===== src/lcdt_pkg.sv =====
package lcdt_pkg;

  // Line timing in dots
  localparam logic [8:0] LINE_DOTS   = 9'd456;
  localparam logic [8:0] DOTS_OAM    = 9'd80;
  localparam logic [8:0] DOTS_DRAW   = 9'd172;
  localparam logic [8:0] DOTS_HBLANK = 9'd204;

  // Line numbers
  localparam logic [7:0] LAST_LINE         = 8'd153;
  localparam logic [7:0] LAST_VISIBLE_LINE = 8'd143;

  localparam int unsigned CFG_IDX_W  = 3;
  localparam int unsigned CFG_DATA_W = 8;
  localparam int unsigned IN_DATA_W  = 8;
  localparam int unsigned OUT_DATA_W = 16;

  typedef enum logic [1:0] {
    MODE_HBLANK = 2'd0,
    MODE_VBLANK = 2'd1,
    MODE_OAM    = 2'd2,
    MODE_DRAW   = 2'd3
  } mode_e;

  typedef enum logic [CFG_IDX_W-1:0] {
    REG_LCD_ENABLE     = 3'd0,
    REG_WIN_ENABLE     = 3'd1,
    REG_WINDOW_LINE    = 3'd2,
    REG_COMPARE_LINE   = 3'd3,
    REG_HBLANK_IRQ_EN  = 3'd4,
    REG_VBLANK_IRQ_EN  = 3'd5,
    REG_OAM_IRQ_EN     = 3'd6,
    REG_COMPARE_IRQ_EN = 3'd7
  } cfg_reg_e;

  typedef struct packed {
    logic       lcd_enable;
    logic       win_enable;
    logic [7:0] window_line;
    logic [7:0] compare_line;
    logic       hblank_irq_en;
    logic       vblank_irq_en;
    logic       oam_irq_en;
    logic       compare_irq_en;
  } cfg_t;

  // Result word, last field in the lowest bits
  typedef struct packed {
    logic       pad;
    logic       window_armed;
    logic       render_line;
    logic       vblank_irq;
    logic       lcd_irq;
    logic       coincidence;
    logic [7:0] line;
    logic [1:0] mode;
  } result_t;

endpackage


===== src/lcdt_cfg_regs.sv =====
module lcdt_cfg_regs (
  input  logic                            clk_i,
  input  logic                            rst_ni,
  input  logic                            cfg_valid_i,
  output logic                            cfg_ready_o,
  input  logic [lcdt_pkg::CFG_IDX_W-1:0]  cfg_index_i,
  input  logic [lcdt_pkg::CFG_DATA_W-1:0] cfg_data_i,
  output lcdt_pkg::cfg_t                  cfg_o
);
  import lcdt_pkg::*;

  cfg_t cfg_q;
  cfg_t cfg_d;

  assign cfg_ready_o = 1'b1;
  assign cfg_o       = cfg_q;

  always_comb begin
    cfg_d = cfg_q;
    if (cfg_valid_i) begin
      unique case (cfg_reg_e'(cfg_index_i))
        REG_LCD_ENABLE:     cfg_d.lcd_enable     = cfg_data_i[0];
        REG_WIN_ENABLE:     cfg_d.win_enable     = cfg_data_i[0];
        REG_WINDOW_LINE:    cfg_d.window_line    = cfg_data_i;
        REG_COMPARE_LINE:   cfg_d.compare_line   = cfg_data_i;
        REG_HBLANK_IRQ_EN:  cfg_d.hblank_irq_en  = cfg_data_i[0];
        REG_VBLANK_IRQ_EN:  cfg_d.vblank_irq_en  = cfg_data_i[0];
        REG_OAM_IRQ_EN:     cfg_d.oam_irq_en     = cfg_data_i[0];
        REG_COMPARE_IRQ_EN: cfg_d.compare_irq_en = cfg_data_i[0];
        default:            cfg_d = cfg_q;
      endcase
    end
  end

  always_ff @(posedge clk_i or negedge rst_ni) begin
    if (!rst_ni) begin
      cfg_q <= '{lcd_enable:     1'b1,
                 win_enable:     1'b0,
                 window_line:    8'd0,
                 compare_line:   8'd0,
                 hblank_irq_en:  1'b0,
                 vblank_irq_en:  1'b0,
                 oam_irq_en:     1'b0,
                 compare_irq_en: 1'b0};
    end else begin
      cfg_q <= cfg_d;
    end
  end

endmodule


===== src/lcdt_timing.sv =====
module lcdt_timing (
  input  logic             clk_i,
  input  logic             rst_ni,
  input  logic             step_i,
  input  logic             tick_i,
  input  lcdt_pkg::cfg_t   cfg_i,
  output lcdt_pkg::result_t result_o
);
  import lcdt_pkg::*;

  logic [8:0] dot_q, dot_d;
  mode_e      mode_q, mode_d;
  logic [7:0] line_q, line_d;
  logic       coin_q, coin_d;
  logic       win_q, win_d;

  logic [8:0] dot_inc;
  logic [8:0] line_next9;
  logic       lcd_irq, vblank_irq, render;
  logic       line_chg;

  assign dot_inc    = dot_q + 9'd1;
  assign line_next9 = {1'b0, line_q} + 9'd1;

  always_comb begin
    dot_d      = dot_q;
    mode_d     = mode_q;
    line_d     = line_q;
    coin_d     = coin_q;
    win_d      = win_q;
    lcd_irq    = 1'b0;
    vblank_irq = 1'b0;
    render     = 1'b0;
    line_chg   = 1'b0;
    if (!cfg_i.lcd_enable) begin
      dot_d  = '0;
      line_d = '0;
      mode_d = MODE_OAM;
    end else if (tick_i) begin
      dot_d = dot_inc;
      unique case (mode_q)
        MODE_OAM: begin
          if (dot_inc >= DOTS_OAM) begin
            dot_d  = dot_inc - DOTS_OAM;
            mode_d = MODE_DRAW;
          end
        end
        MODE_DRAW: begin
          if (dot_inc >= DOTS_DRAW) begin
            dot_d   = dot_inc - DOTS_DRAW;
            mode_d  = MODE_HBLANK;
            lcd_irq = cfg_i.hblank_irq_en;
            render  = (line_q <= LAST_VISIBLE_LINE);
          end
        end
        MODE_HBLANK: begin
          if (dot_inc >= DOTS_HBLANK) begin
            dot_d    = dot_inc - DOTS_HBLANK;
            line_d   = line_next9[7:0];
            line_chg = 1'b1;
            if (line_q != LAST_VISIBLE_LINE) begin
              mode_d  = MODE_OAM;
              lcd_irq = cfg_i.oam_irq_en;
              if (cfg_i.win_enable && (line_next9 == {1'b0, cfg_i.window_line})) begin
                win_d = 1'b1;
              end
            end else begin
              mode_d     = MODE_VBLANK;
              lcd_irq    = cfg_i.vblank_irq_en;
              vblank_irq = 1'b1;
              win_d      = 1'b0;
            end
          end
        end
        MODE_VBLANK: begin
          if (dot_inc >= LINE_DOTS) begin
            dot_d    = dot_inc - LINE_DOTS;
            line_chg = 1'b1;
            if (line_q == LAST_LINE) begin
              line_d  = '0;
              mode_d  = MODE_OAM;
              lcd_irq = cfg_i.oam_irq_en;
            end else begin
              line_d = line_next9[7:0];
            end
          end
        end
        default: begin
          dot_d = dot_inc;
        end
      endcase
      // compare on every line change
      if (line_chg) begin
        coin_d = (line_d == cfg_i.compare_line);
        if (coin_d && cfg_i.compare_irq_en) begin
          lcd_irq = 1'b1;
        end
      end
    end
  end

  always_ff @(posedge clk_i or negedge rst_ni) begin
    if (!rst_ni) begin
      dot_q  <= '0;
      mode_q <= MODE_HBLANK;
      line_q <= '0;
      coin_q <= 1'b0;
      win_q  <= 1'b0;
    end else if (step_i) begin
      dot_q  <= dot_d;
      mode_q <= mode_d;
      line_q <= line_d;
      coin_q <= coin_d;
      win_q  <= win_d;
    end
  end

  always_comb begin
    result_o              = '0;
    result_o.mode         = mode_d;
    result_o.line         = line_d;
    result_o.coincidence  = coin_d;
    result_o.lcd_irq      = lcd_irq;
    result_o.vblank_irq   = vblank_irq;
    result_o.render_line  = render;
    result_o.window_armed = win_d;
  end

  a_lcd_off_clears: assert property (@(posedge clk_i) disable iff (!rst_ni)
    (step_i && !cfg_i.lcd_enable) |=> (line_q == '0 && dot_q == '0 && mode_q == MODE_OAM))
    else $error("lcd off did not clear line and dot counters");

  a_no_tick_holds: assert property (@(posedge clk_i) disable iff (!rst_ni)
    (step_i && cfg_i.lcd_enable && !tick_i) |=> ($stable(line_q) && $stable(dot_q)))
    else $error("state moved without a dot tick");

  a_line_bound: assert property (@(posedge clk_i) disable iff (!rst_ni)
    (line_q <= LAST_LINE) && (dot_q < LINE_DOTS))
    else $error("line or dot counter out of range");

  a_vblank_entry: assert property (@(posedge clk_i) disable iff (!rst_ni)
    (step_i && result_o.vblank_irq) |=> (mode_q == MODE_VBLANK && !win_q))
    else $error("vblank pulse without entering vblank");

endmodule


===== src/lcdt_out_skid.sv =====
module lcdt_out_skid (
  input  logic              clk_i,
  input  logic              rst_ni,
  input  logic              push_i,
  output logic              ready_o,
  input  lcdt_pkg::result_t data_i,
  output logic              valid_o,
  input  logic              ready_i,
  output lcdt_pkg::result_t data_o
);
  import lcdt_pkg::*;

  logic    out_valid_q, out_valid_d;
  logic    skid_valid_q, skid_valid_d;
  result_t out_q, out_d;
  result_t skid_q, skid_d;
  logic    out_free;

  assign out_free = ready_i || !out_valid_q;
  assign ready_o  = !skid_valid_q;
  assign valid_o  = out_valid_q;
  assign data_o   = out_q;

  always_comb begin
    out_valid_d  = out_valid_q;
    skid_valid_d = skid_valid_q;
    out_d        = out_q;
    skid_d       = skid_q;
    if (out_free) begin
      // drain the skid word first, otherwise load straight from the input
      out_valid_d  = skid_valid_q || push_i;
      out_d        = skid_valid_q ? skid_q : data_i;
      skid_valid_d = 1'b0;
    end else if (push_i) begin
      skid_valid_d = 1'b1;
      skid_d       = data_i;
    end
  end

  always_ff @(posedge clk_i or negedge rst_ni) begin
    if (!rst_ni) begin
      out_valid_q  <= 1'b0;
      skid_valid_q <= 1'b0;
    end else begin
      out_valid_q  <= out_valid_d;
      skid_valid_q <= skid_valid_d;
    end
  end

  always_ff @(posedge clk_i) begin
    out_q  <= out_d;
    skid_q <= skid_d;
  end

  a_skid_behind_out: assert property (@(posedge clk_i) disable iff (!rst_ni)
    skid_valid_q |-> out_valid_q)
    else $error("skid word held with empty output register");

  a_skid_fills_on_stall: assert property (@(posedge clk_i) disable iff (!rst_ni)
    (push_i && out_valid_q && !ready_i) |=> skid_valid_q)
    else $error("word accepted during stall was not parked");

  a_no_push_when_full: assert property (@(posedge clk_i) disable iff (!rst_ni)
    skid_valid_q |-> !push_i)
    else $error("push while skid stage full");

endmodule


===== src/lcd_mode_timing_controller_unit.sv =====
// Channel   Dir  Handshake                    Payload
// s_axis    in   s_axis_tvalid/s_axis_tready   tdata[0] tick, [7:1] zero
// m_axis    out  m_axis_tvalid/m_axis_tready   tdata: mode, line, coincidence, irqs, ...
// cfg       in   cfg_valid_i/cfg_ready_o       cfg_index_i register, cfg_data_i value
//
// One result word per input word: the dot step is computed between the
// timing state registers and the output register.
// A new word is taken every cycle; the output register plus a skid word
// absorb a stalled consumer, and s_axis_tready drops only when both are full.
// Reset clears the timing state, the output handshake, and loads register
// defaults (LCD on, everything else off). cfg_ready_o is always high.
module lcd_mode_timing_controller_unit (
  input  logic                            clk_i,
  input  logic                            rst_ni,
  // tdata[0] tick, [7:1] zero
  input  logic                            s_axis_tvalid,
  output logic                            s_axis_tready,
  input  logic [lcdt_pkg::IN_DATA_W-1:0]  s_axis_tdata,
  // tdata[1:0] mode, [9:2] line, [10] coincidence, [11] lcd_irq,
  // [12] vblank_irq, [13] render_line, [14] window_armed, [15] zero
  output logic                            m_axis_tvalid,
  input  logic                            m_axis_tready,
  output logic [lcdt_pkg::OUT_DATA_W-1:0] m_axis_tdata,
  input  logic                            cfg_valid_i,
  output logic                            cfg_ready_o,
  input  logic [lcdt_pkg::CFG_IDX_W-1:0]  cfg_index_i,
  input  logic [lcdt_pkg::CFG_DATA_W-1:0] cfg_data_i
);
  import lcdt_pkg::*;

  cfg_t    cfg;
  result_t step_res;
  result_t out_res;
  logic    in_ready;
  logic    push;

  // advance the timing only on an accepted word
  assign push          = s_axis_tvalid && in_ready;
  assign s_axis_tready = in_ready;
  assign m_axis_tdata  = out_res;

  lcdt_cfg_regs u_cfg (
    .clk_i       (clk_i),
    .rst_ni      (rst_ni),
    .cfg_valid_i (cfg_valid_i),
    .cfg_ready_o (cfg_ready_o),
    .cfg_index_i (cfg_index_i),
    .cfg_data_i  (cfg_data_i),
    .cfg_o       (cfg)
  );

  lcdt_timing u_timing (
    .clk_i    (clk_i),
    .rst_ni   (rst_ni),
    .step_i   (push),
    .tick_i   (s_axis_tdata[0]),
    .cfg_i    (cfg),
    .result_o (step_res)
  );

  lcdt_out_skid u_out (
    .clk_i   (clk_i),
    .rst_ni  (rst_ni),
    .push_i  (push),
    .ready_o (in_ready),
    .data_i  (step_res),
    .valid_o (m_axis_tvalid),
    .ready_i (m_axis_tready),
    .data_o  (out_res)
  );

endmodule


===== config.mk =====
export PLATFORM = sky130hd
export DESIGN_NAME = lcd_mode_timing_controller_unit
export DESIGN_NICKNAME = d
export VERILOG_FILES = /design/src/lcdt_pkg.sv /design/src/lcdt_cfg_regs.sv /design/src/lcdt_timing.sv /design/src/lcdt_out_skid.sv /design/src/lcd_mode_timing_controller_unit.sv
export SDC_FILE = /design/constraint.sdc
export NUM_CORES = 1
export LEC_CHECK = 0
export ABC_CLOCK_PERIOD_IN_PS = 4800
export BUFFER_PORTS_ARGS = -buffer_cell sky130_fd_sc_hd__buf_2
export CAP_MARGIN = 20
export CORE_MARGIN = 3
export CORE_UTILIZATION = 55
export CTS_CLUSTER_DIAMETER = 100
export DETAILED_ROUTE_END_ITERATION = 8
export GPL_TIMING_DRIVEN = 0
export PLACE_DENSITY = 0.78
export SLEW_MARGIN = 10
export SYNTH_ARGS = -nofsm -noshare
export SYNTH_HDL_FRONTEND = slang
export SYNTH_HIERARCHICAL = 1
export SYNTH_SLANG_ARGS = --single-unit

===== constraint.sdc =====
create_clock -name clk_i -period 4.8 [get_ports clk_i]
set_input_delay 0.24 -clock clk_i [delete_from_list [all_inputs] [get_ports clk_i]]
set_output_delay 0.24 -clock clk_i [all_outputs]
set_load 0.05 [all_outputs]

==> metrics.txt, run 1 <==
Starting DRT DRC Count 410; post-synth net total 591; HPWL Detailed 10.4 mm; synth top area cells dfrtp_1, edfxtp_1, mux2_2, mux2_4, o21ai_0; xor and xnor area share after synthesis 0.0548; vias in the first global route 4459; design area 6010 um^2; placed inst area 5750 um^2; gr busiest metal met2; Startpoint Class flip-flop; first-pass iteration count of the detailed router 6; IO Count 43; top_reg_cell synth dfrtp_1; status completed; LEAKAGE 0.00241 uW; area leader, netlist dfrtp_1; Hold Path Origin cfg_data_i[4]; layout cells sized above 1 0.220; sequential share of the synthesized area 0.386; Max Cap Viol 0; post-synth top area share 0.204; largest net degree at the start of global routing 46; number of remaining DRC errors 0; crit-path max FO 10; n_diodes 0; PortBufs 34; gpl congestion 0.993; first-pass GRT wire length 23.2 mm; Routed WL per cell 19.3 um; Die Area 11100 um^2; relative slew slack 0.456; Vias/cell 6.27; H-tree depth 3; Post-Synth Adder-Cell Area 0.0250; Worst Skew 0.0134 ns; Detailed Route WL 14.2 mm; Post-synth EDFFs 32; met2 Usage GRT 0.430; cell count after placement 721; worst slew pin tran 0.810 ns; clock tree buffer depth 2; TritonCTS buffer count 9; fin. max-slew vios 0; Clk pin slew, worst setup/hold paths 0.09 ns; GR Util met1 0.357; Sink Count 77; crit path DAT 4.80 ns; CTS tree done; Die Y 105 um; P per Cell Area 304 nW/um^2; vias 4632; commonest non-fill, non-tap cell in the layout nor2_1; largest family of logic cells by synthesized area compound AO/OA/AOI/OAI gates; ratio of final minimum period to clock period 0.954; Synth Register Bits 77; fillers 799; Total Power 1830 uW; Async SR Flop Fraction 0.584; Starting Density 0.574; Post-CTS Setup Inserts 0; Post-Syn Area 5410 um^2; antenna violations before repair 0; GR Util met3 0.0383; Std-Cell Core Area 9420 um^2; final hold vios 0; Final Non-Filler Cells 739; most frequent cells in the layout nor2_1, dfrtp_1, buf_2, nand2_1, o21ai_0; Die X 105 um; clock latency on the worst-skew pair 0.35 ns; post-route ant nets 0; fraction of the mapped netlist area in simple logic gates 0.174; row count 35; critical path startpoint u_timing/dot_q[1]; Syn. warnings 6; Synth Area in Compound Gates 0.184; start of the worst register-to-register path u_timing/dot_q[1]; synthesized area per cell 9.71 um^2; Crit Path Class reg2reg; Setup crit end kind flip-flop; GRT Total Usage 0.262; worst min path class in2reg; Fin Hold WS 0.136 ns; fin nets 639; VDD IR-drop max 0.203 mV; total gr overflow 0; post-route setup TNS 0 ns; # setup viols final 0; unrepaired setup endpoints after global routing false; synth unique cells 82; Max Clk Rate 218 MHz; fin crit period 4.58 ns; CTS Root Cell clkbuf_8; area delta synth->final 11.2%; Syn Inst Count 557; CP required 5.02 ns; mux contribution to synthesized area 0.115
[Yosys cell counts, types with 4 or more instances]
cell type  number
and3_1          8
and2_1          5
buf_4           9
a211o_1         4
a21oi_1        24
mux2i_1         8
mux2_2         24
nor3_1         11
clkbuf_1       23
nand2_1        38
nand4_1         7
nor2_1         46
a221oi_1        5
xnor2_1        20
buf_2           6
o22ai_1         7
xor2_1         12
dfrtp_1        44
nor2b_1         6
a22oi_1         4
nand3_1        25
a31oi_1         7
a22o_1          4
buf_6           4
mux2_4         16
o31ai_1         4
nand2b_1        7
o21ai_0        35
nand4b_1        4
o211ai_1        4
a211oi_1        4
inv_1          17
ha_1           10
edfxtp_1       32
[flip-flops by register name, summed over array words and instances (netlist names)]
register            flops
u_out/data_o           16
u_timing/mode_q         2
u_timing/dot_q          9
u_timing/coin_q         1
u_out/skid_valid_q      1
u_out/skid_q           16
u_timing/line_q         8
u_timing/win_q          1
u_cfg/cfg_o            22
u_out/valid_o           1
[per-layer routing]
| layer | routed length [um] | up-vias |
|---|---|---|
| li1 | - | 2162 |
| met1 | 6070 | 2216 |
| met2 | 6850 | 223 |
| met3 | 994 | 31 |
| met4 | 317 | 0 |
| met5 | 0 | - |
[worst max-delay path: stages, from the launching register on]
cell and delay (ns):
dfrtp_2 0.44, ha_1 0.24, buf_6 0.17, nand3_2 0.09, buf_6 0.16, xnor2_2 0.19, ha_1 0.24, maj3_1 0.41
o22ai_4 0.23, o21ai_4 0.15, o21ai_4 0.26, mux2_1 0.37, o211a_1 0.23, a2111oi_1 0.55, and4_1 0.33, o2bb2ai_1 0.13
buf_4 0.13, mux2_4 0.13
[where the power goes]
group	internal (uW)	switching, uW	leakage, uW
clock	250	266	0.000108
combinational	185	305	0.00141
sequential	765	54.4	0.000892
[metrics by stage]
stage               utilization  setup slack [ns]
CTS                       0.632            0.0750
floorplan                     -             0.730
global route              0.638            0.0111
global placement          0.609            0.0684
detailed placement        0.611            0.0142
finish                    0.638             0.222
[cell type report]
class | count | area [um^2] | share of cell area
Multi-Input combinational cell | 419 | 3020 | 0.503
Tap cell | 129 | 161 | 0.0269
Inverter | 17 | 63.8 | 0.0106
Timing Repair Buffer | 37 | 211 | 0.0352
Clock inverter | 7 | 80.1 | 0.0133
Sequential cell | 77 | 2090 | 0.348
Buffer | 44 | 255 | 0.0425
Clock buffer | 9 | 124 | 0.0206
[path summary, 6_finish.rpt]
check                      depth (start not counted)  slack (ns)           endpoint
setup / recovery                                  17        0.22   u_out/data_o[11]
hold / removal                                     2        0.14    u_cfg/cfg_o[16]
setup reg to reg                                  17        0.22   u_out/data_o[11]
hold reg to reg                                    1        0.49    u_timing/coin_q
max in group asynchronous                          3        3.87    u_cfg/cfg_o[21]
min in group asynchronous                          2        0.35  u_timing/dot_q[7]
[what timing repair did]
item,in CTS,in global routing
setup endpoints to repair,2,4
gates resized for setup,1,7
hold buffers,0,1
pin swaps,0,0
endpoints found under the hold margin,0,13
[logic make-up after synthesis]
logic type	after synthesis
AOI/OAI and AO/OA	142
xor gates and xnor gates	33
adders and majority gates	11
buffers and inverters	61
DFF	77
muxes	51
other	2
and+or+nand+nor	180
(Power assumes the default switching activity.)
==> run 2: changes to the inputs <==
- GPL_ROUTABILITY_DRIVEN: default -> 0
- PLACE_DENSITY: 0.78 -> 0.74
==> run 2 against run 1 <==
First-iteration DRC count increased by 20%. Register-to-register slack got worse by 0.02 ns. Worst hold slack got worse by 0.015 ns. Combinational power about the same. Fmax decreased by 0.38%. Wire length decreased by 1.5%. Sequential power about the same. Cell count unchanged. Global-route usage decreased by 0.29 points. Power decreased by 1.8%. Critical path depth unchanged. Non-clock buffer count unchanged. Critical path type unchanged. Largest cell class unchanged. Highest routed layer unchanged.
==> metrics.txt, run 2 (synthesis gave the netlist of run 1 again) <==
Vias/cell 6.33; layout cells sized above 1 0.225; Startpoint Class flip-flop; unrepaired setup endpoints after global routing false; fin. max-slew vios 0; post-route ant nets 0; VDD IR-drop max 0.170 mV; H-tree depth 3; P_sw 641 uW; PortBufs 34; placed inst area 5750 um^2; Std-Cell Core Area 9420 um^2; CTS tree done; most frequent cells in the layout nor2_1, dfrtp_1, buf_2, nand2_1, o21ai_0; worst slew pin tran 0.809 ns; Clk pin slew, worst setup/hold paths 0.10 ns; max FFs per register 22; power share of the sequential group 0.457; Crit Path Class reg2reg; largest net degree at the start of global routing 46; clock tree buffer depth 2; P per Cell Area 298 nW/um^2; worst min path class in2reg; status completed; Detailed Route WL 14.0 mm; first-pass GRT wire length 22.8 mm; slowest CP cell dfrtp_2; HPWL Detailed 10.1 mm; Max Clk Rate 218 MHz; Max Cap Viol 0; total gr overflow 0; n_diodes 0; crit-path max FO 10; area delta synth->final 11.1%; design area 6010 um^2; Worst Skew 0.0111 ns; Die Area 11100 um^2; CP required 4.91 ns; clock power share 0.268; critical path cell sequence ha_2 > buf_6 > nand3_2 > buf_6 > xnor2_2 > ha_1 > maj3_1 > o22ai_4 > o21ai_4 > o21ai_4 > mux2_1 > o21ai_0 > a2111oi_0 > and4_1 > mux2_1 > buf_4 > mux2_4; clock latency on the worst-skew pair 0.36 ns; row count 35; LEAKAGE 0.00240 uW; antenna violations before repair 0; vias in the first global route 4317; Starting Density 0.574; CTS Root Cell clkbuf_8; commonest non-fill, non-tap cell in the layout nor2_1; crit path DAT 4.71 ns; Sink Count 77; # setup viols final 0; CP peak stage delay 0.44 ns; Cell Int Power 1150 uW; Gate power share 0.275; post-route setup TNS 0 ns; Die X 105 um; Starting DRT DRC Count 494; relative slew slack 0.461; number of remaining DRC errors 0; final hold vios 0; Die Y 105 um; ratio of final minimum period to clock period 0.957; Final Non-Filler Cells 739; Fin Hold WS 0.121 ns; GRT Total Usage 0.259; Routed WL per cell 19.0 um; cell count after placement 721; fin nets 639; Sw Share 0.358; fin crit period 4.60 ns; TritonCTS buffer count 9; first-pass iteration count of the detailed router 8; vias 4681; IO Count 43; Setup crit end kind flip-flop
[run 2: area by class of cell]
| class | instances | area (um^2) |
|---|---|---|
| buffer | 44 | 255 |
| clock buffer | 9 | 124 |
| clock inverter | 7 | 63.8 |
| fill | 792 | 3410 |
| inverter | 17 | 63.8 |
| multi-input combinational | 419 | 3040 |
| sequential | 77 | 2090 |
| tap | 129 | 161 |
| timing repair buffer | 37 | 211 |
[run 2: stage by stage]
| step | util | worst slack, ns | power (uW) |
|---|---|---|---|
| 5_1_grt | 0.638 | 0.0264 | 1880 |
| 3_3_place_gp | 0.609 | 0.0643 | 1290 |
| 2_1_floorplan | - | 0.730 | 1180 |
| 6_report | 0.638 | 0.204 | 1790 |
| 3_5_place_dp | 0.611 | 0.0567 | 1300 |
| 4_1_cts | 0.631 | 0.0245 | 1780 |
[run 2: path summary, 6_finish.rpt]
check,from,end,slack (ns),cells after the start
worst max-delay path,u_timing/dot_q[1],u_out/data_o[10],0.20,17
worst min-delay path,cfg_data_i[3],u_cfg/cfg_o[15],0.12,2
worst max register to register,u_timing/dot_q[1],u_out/data_o[10],0.20,17
worst min register to register,u_timing/coin_q,u_timing/coin_q,0.50,1
max in group asynchronous,rst_ni,u_cfg/cfg_o[21],3.92,3
min in group asynchronous,rst_ni,u_timing/dot_q[8],0.31,2
[run 2: power groups by stage]
stage	sequential [uW]	combinational (uW)	clock (uW)
final	818	493	481
after global routing	830	528	518
after CTS	818	473	489
after detailed placement	832	469	0
after global placement	828	460	0
after floorplan	874	302	0
[run 2: timing repair]
action	CTS	global route
endpoints found under the hold margin	0	11
buffers inserted	0	0
hold buffers	0	1
setup endpoints to repair	0	4
gates resized for setup	0	11
[run 2: critical path, delay by kind of cell, from the launching register on]
| family | cells | cell delay (ns) |
|---|---|---|
| AO/OA/AOI/OAI | 5 | 1.12 |
| multiplexers | 3 | 0.92 |
| adder cells (fa/ha/maj) | 3 | 0.86 |
| buffers and inverters | 3 | 0.47 |
| flip-flops | 1 | 0.44 |
| AND/OR/NAND/NOR | 2 | 0.32 |
| XOR/XNOR | 1 | 0.19 |
[run 2: routing by layer]
layer | global-route usage | up-vias | wire length (um)
met3 | 0.0389 | 49 | 1120
met4 | 0.111 | 0 | 476
met2 | 0.409 | 279 | 6430
met5 | 0 | - | 0
li1 | - | 2157 | -
met1 | 0.355 | 2196 | 5990
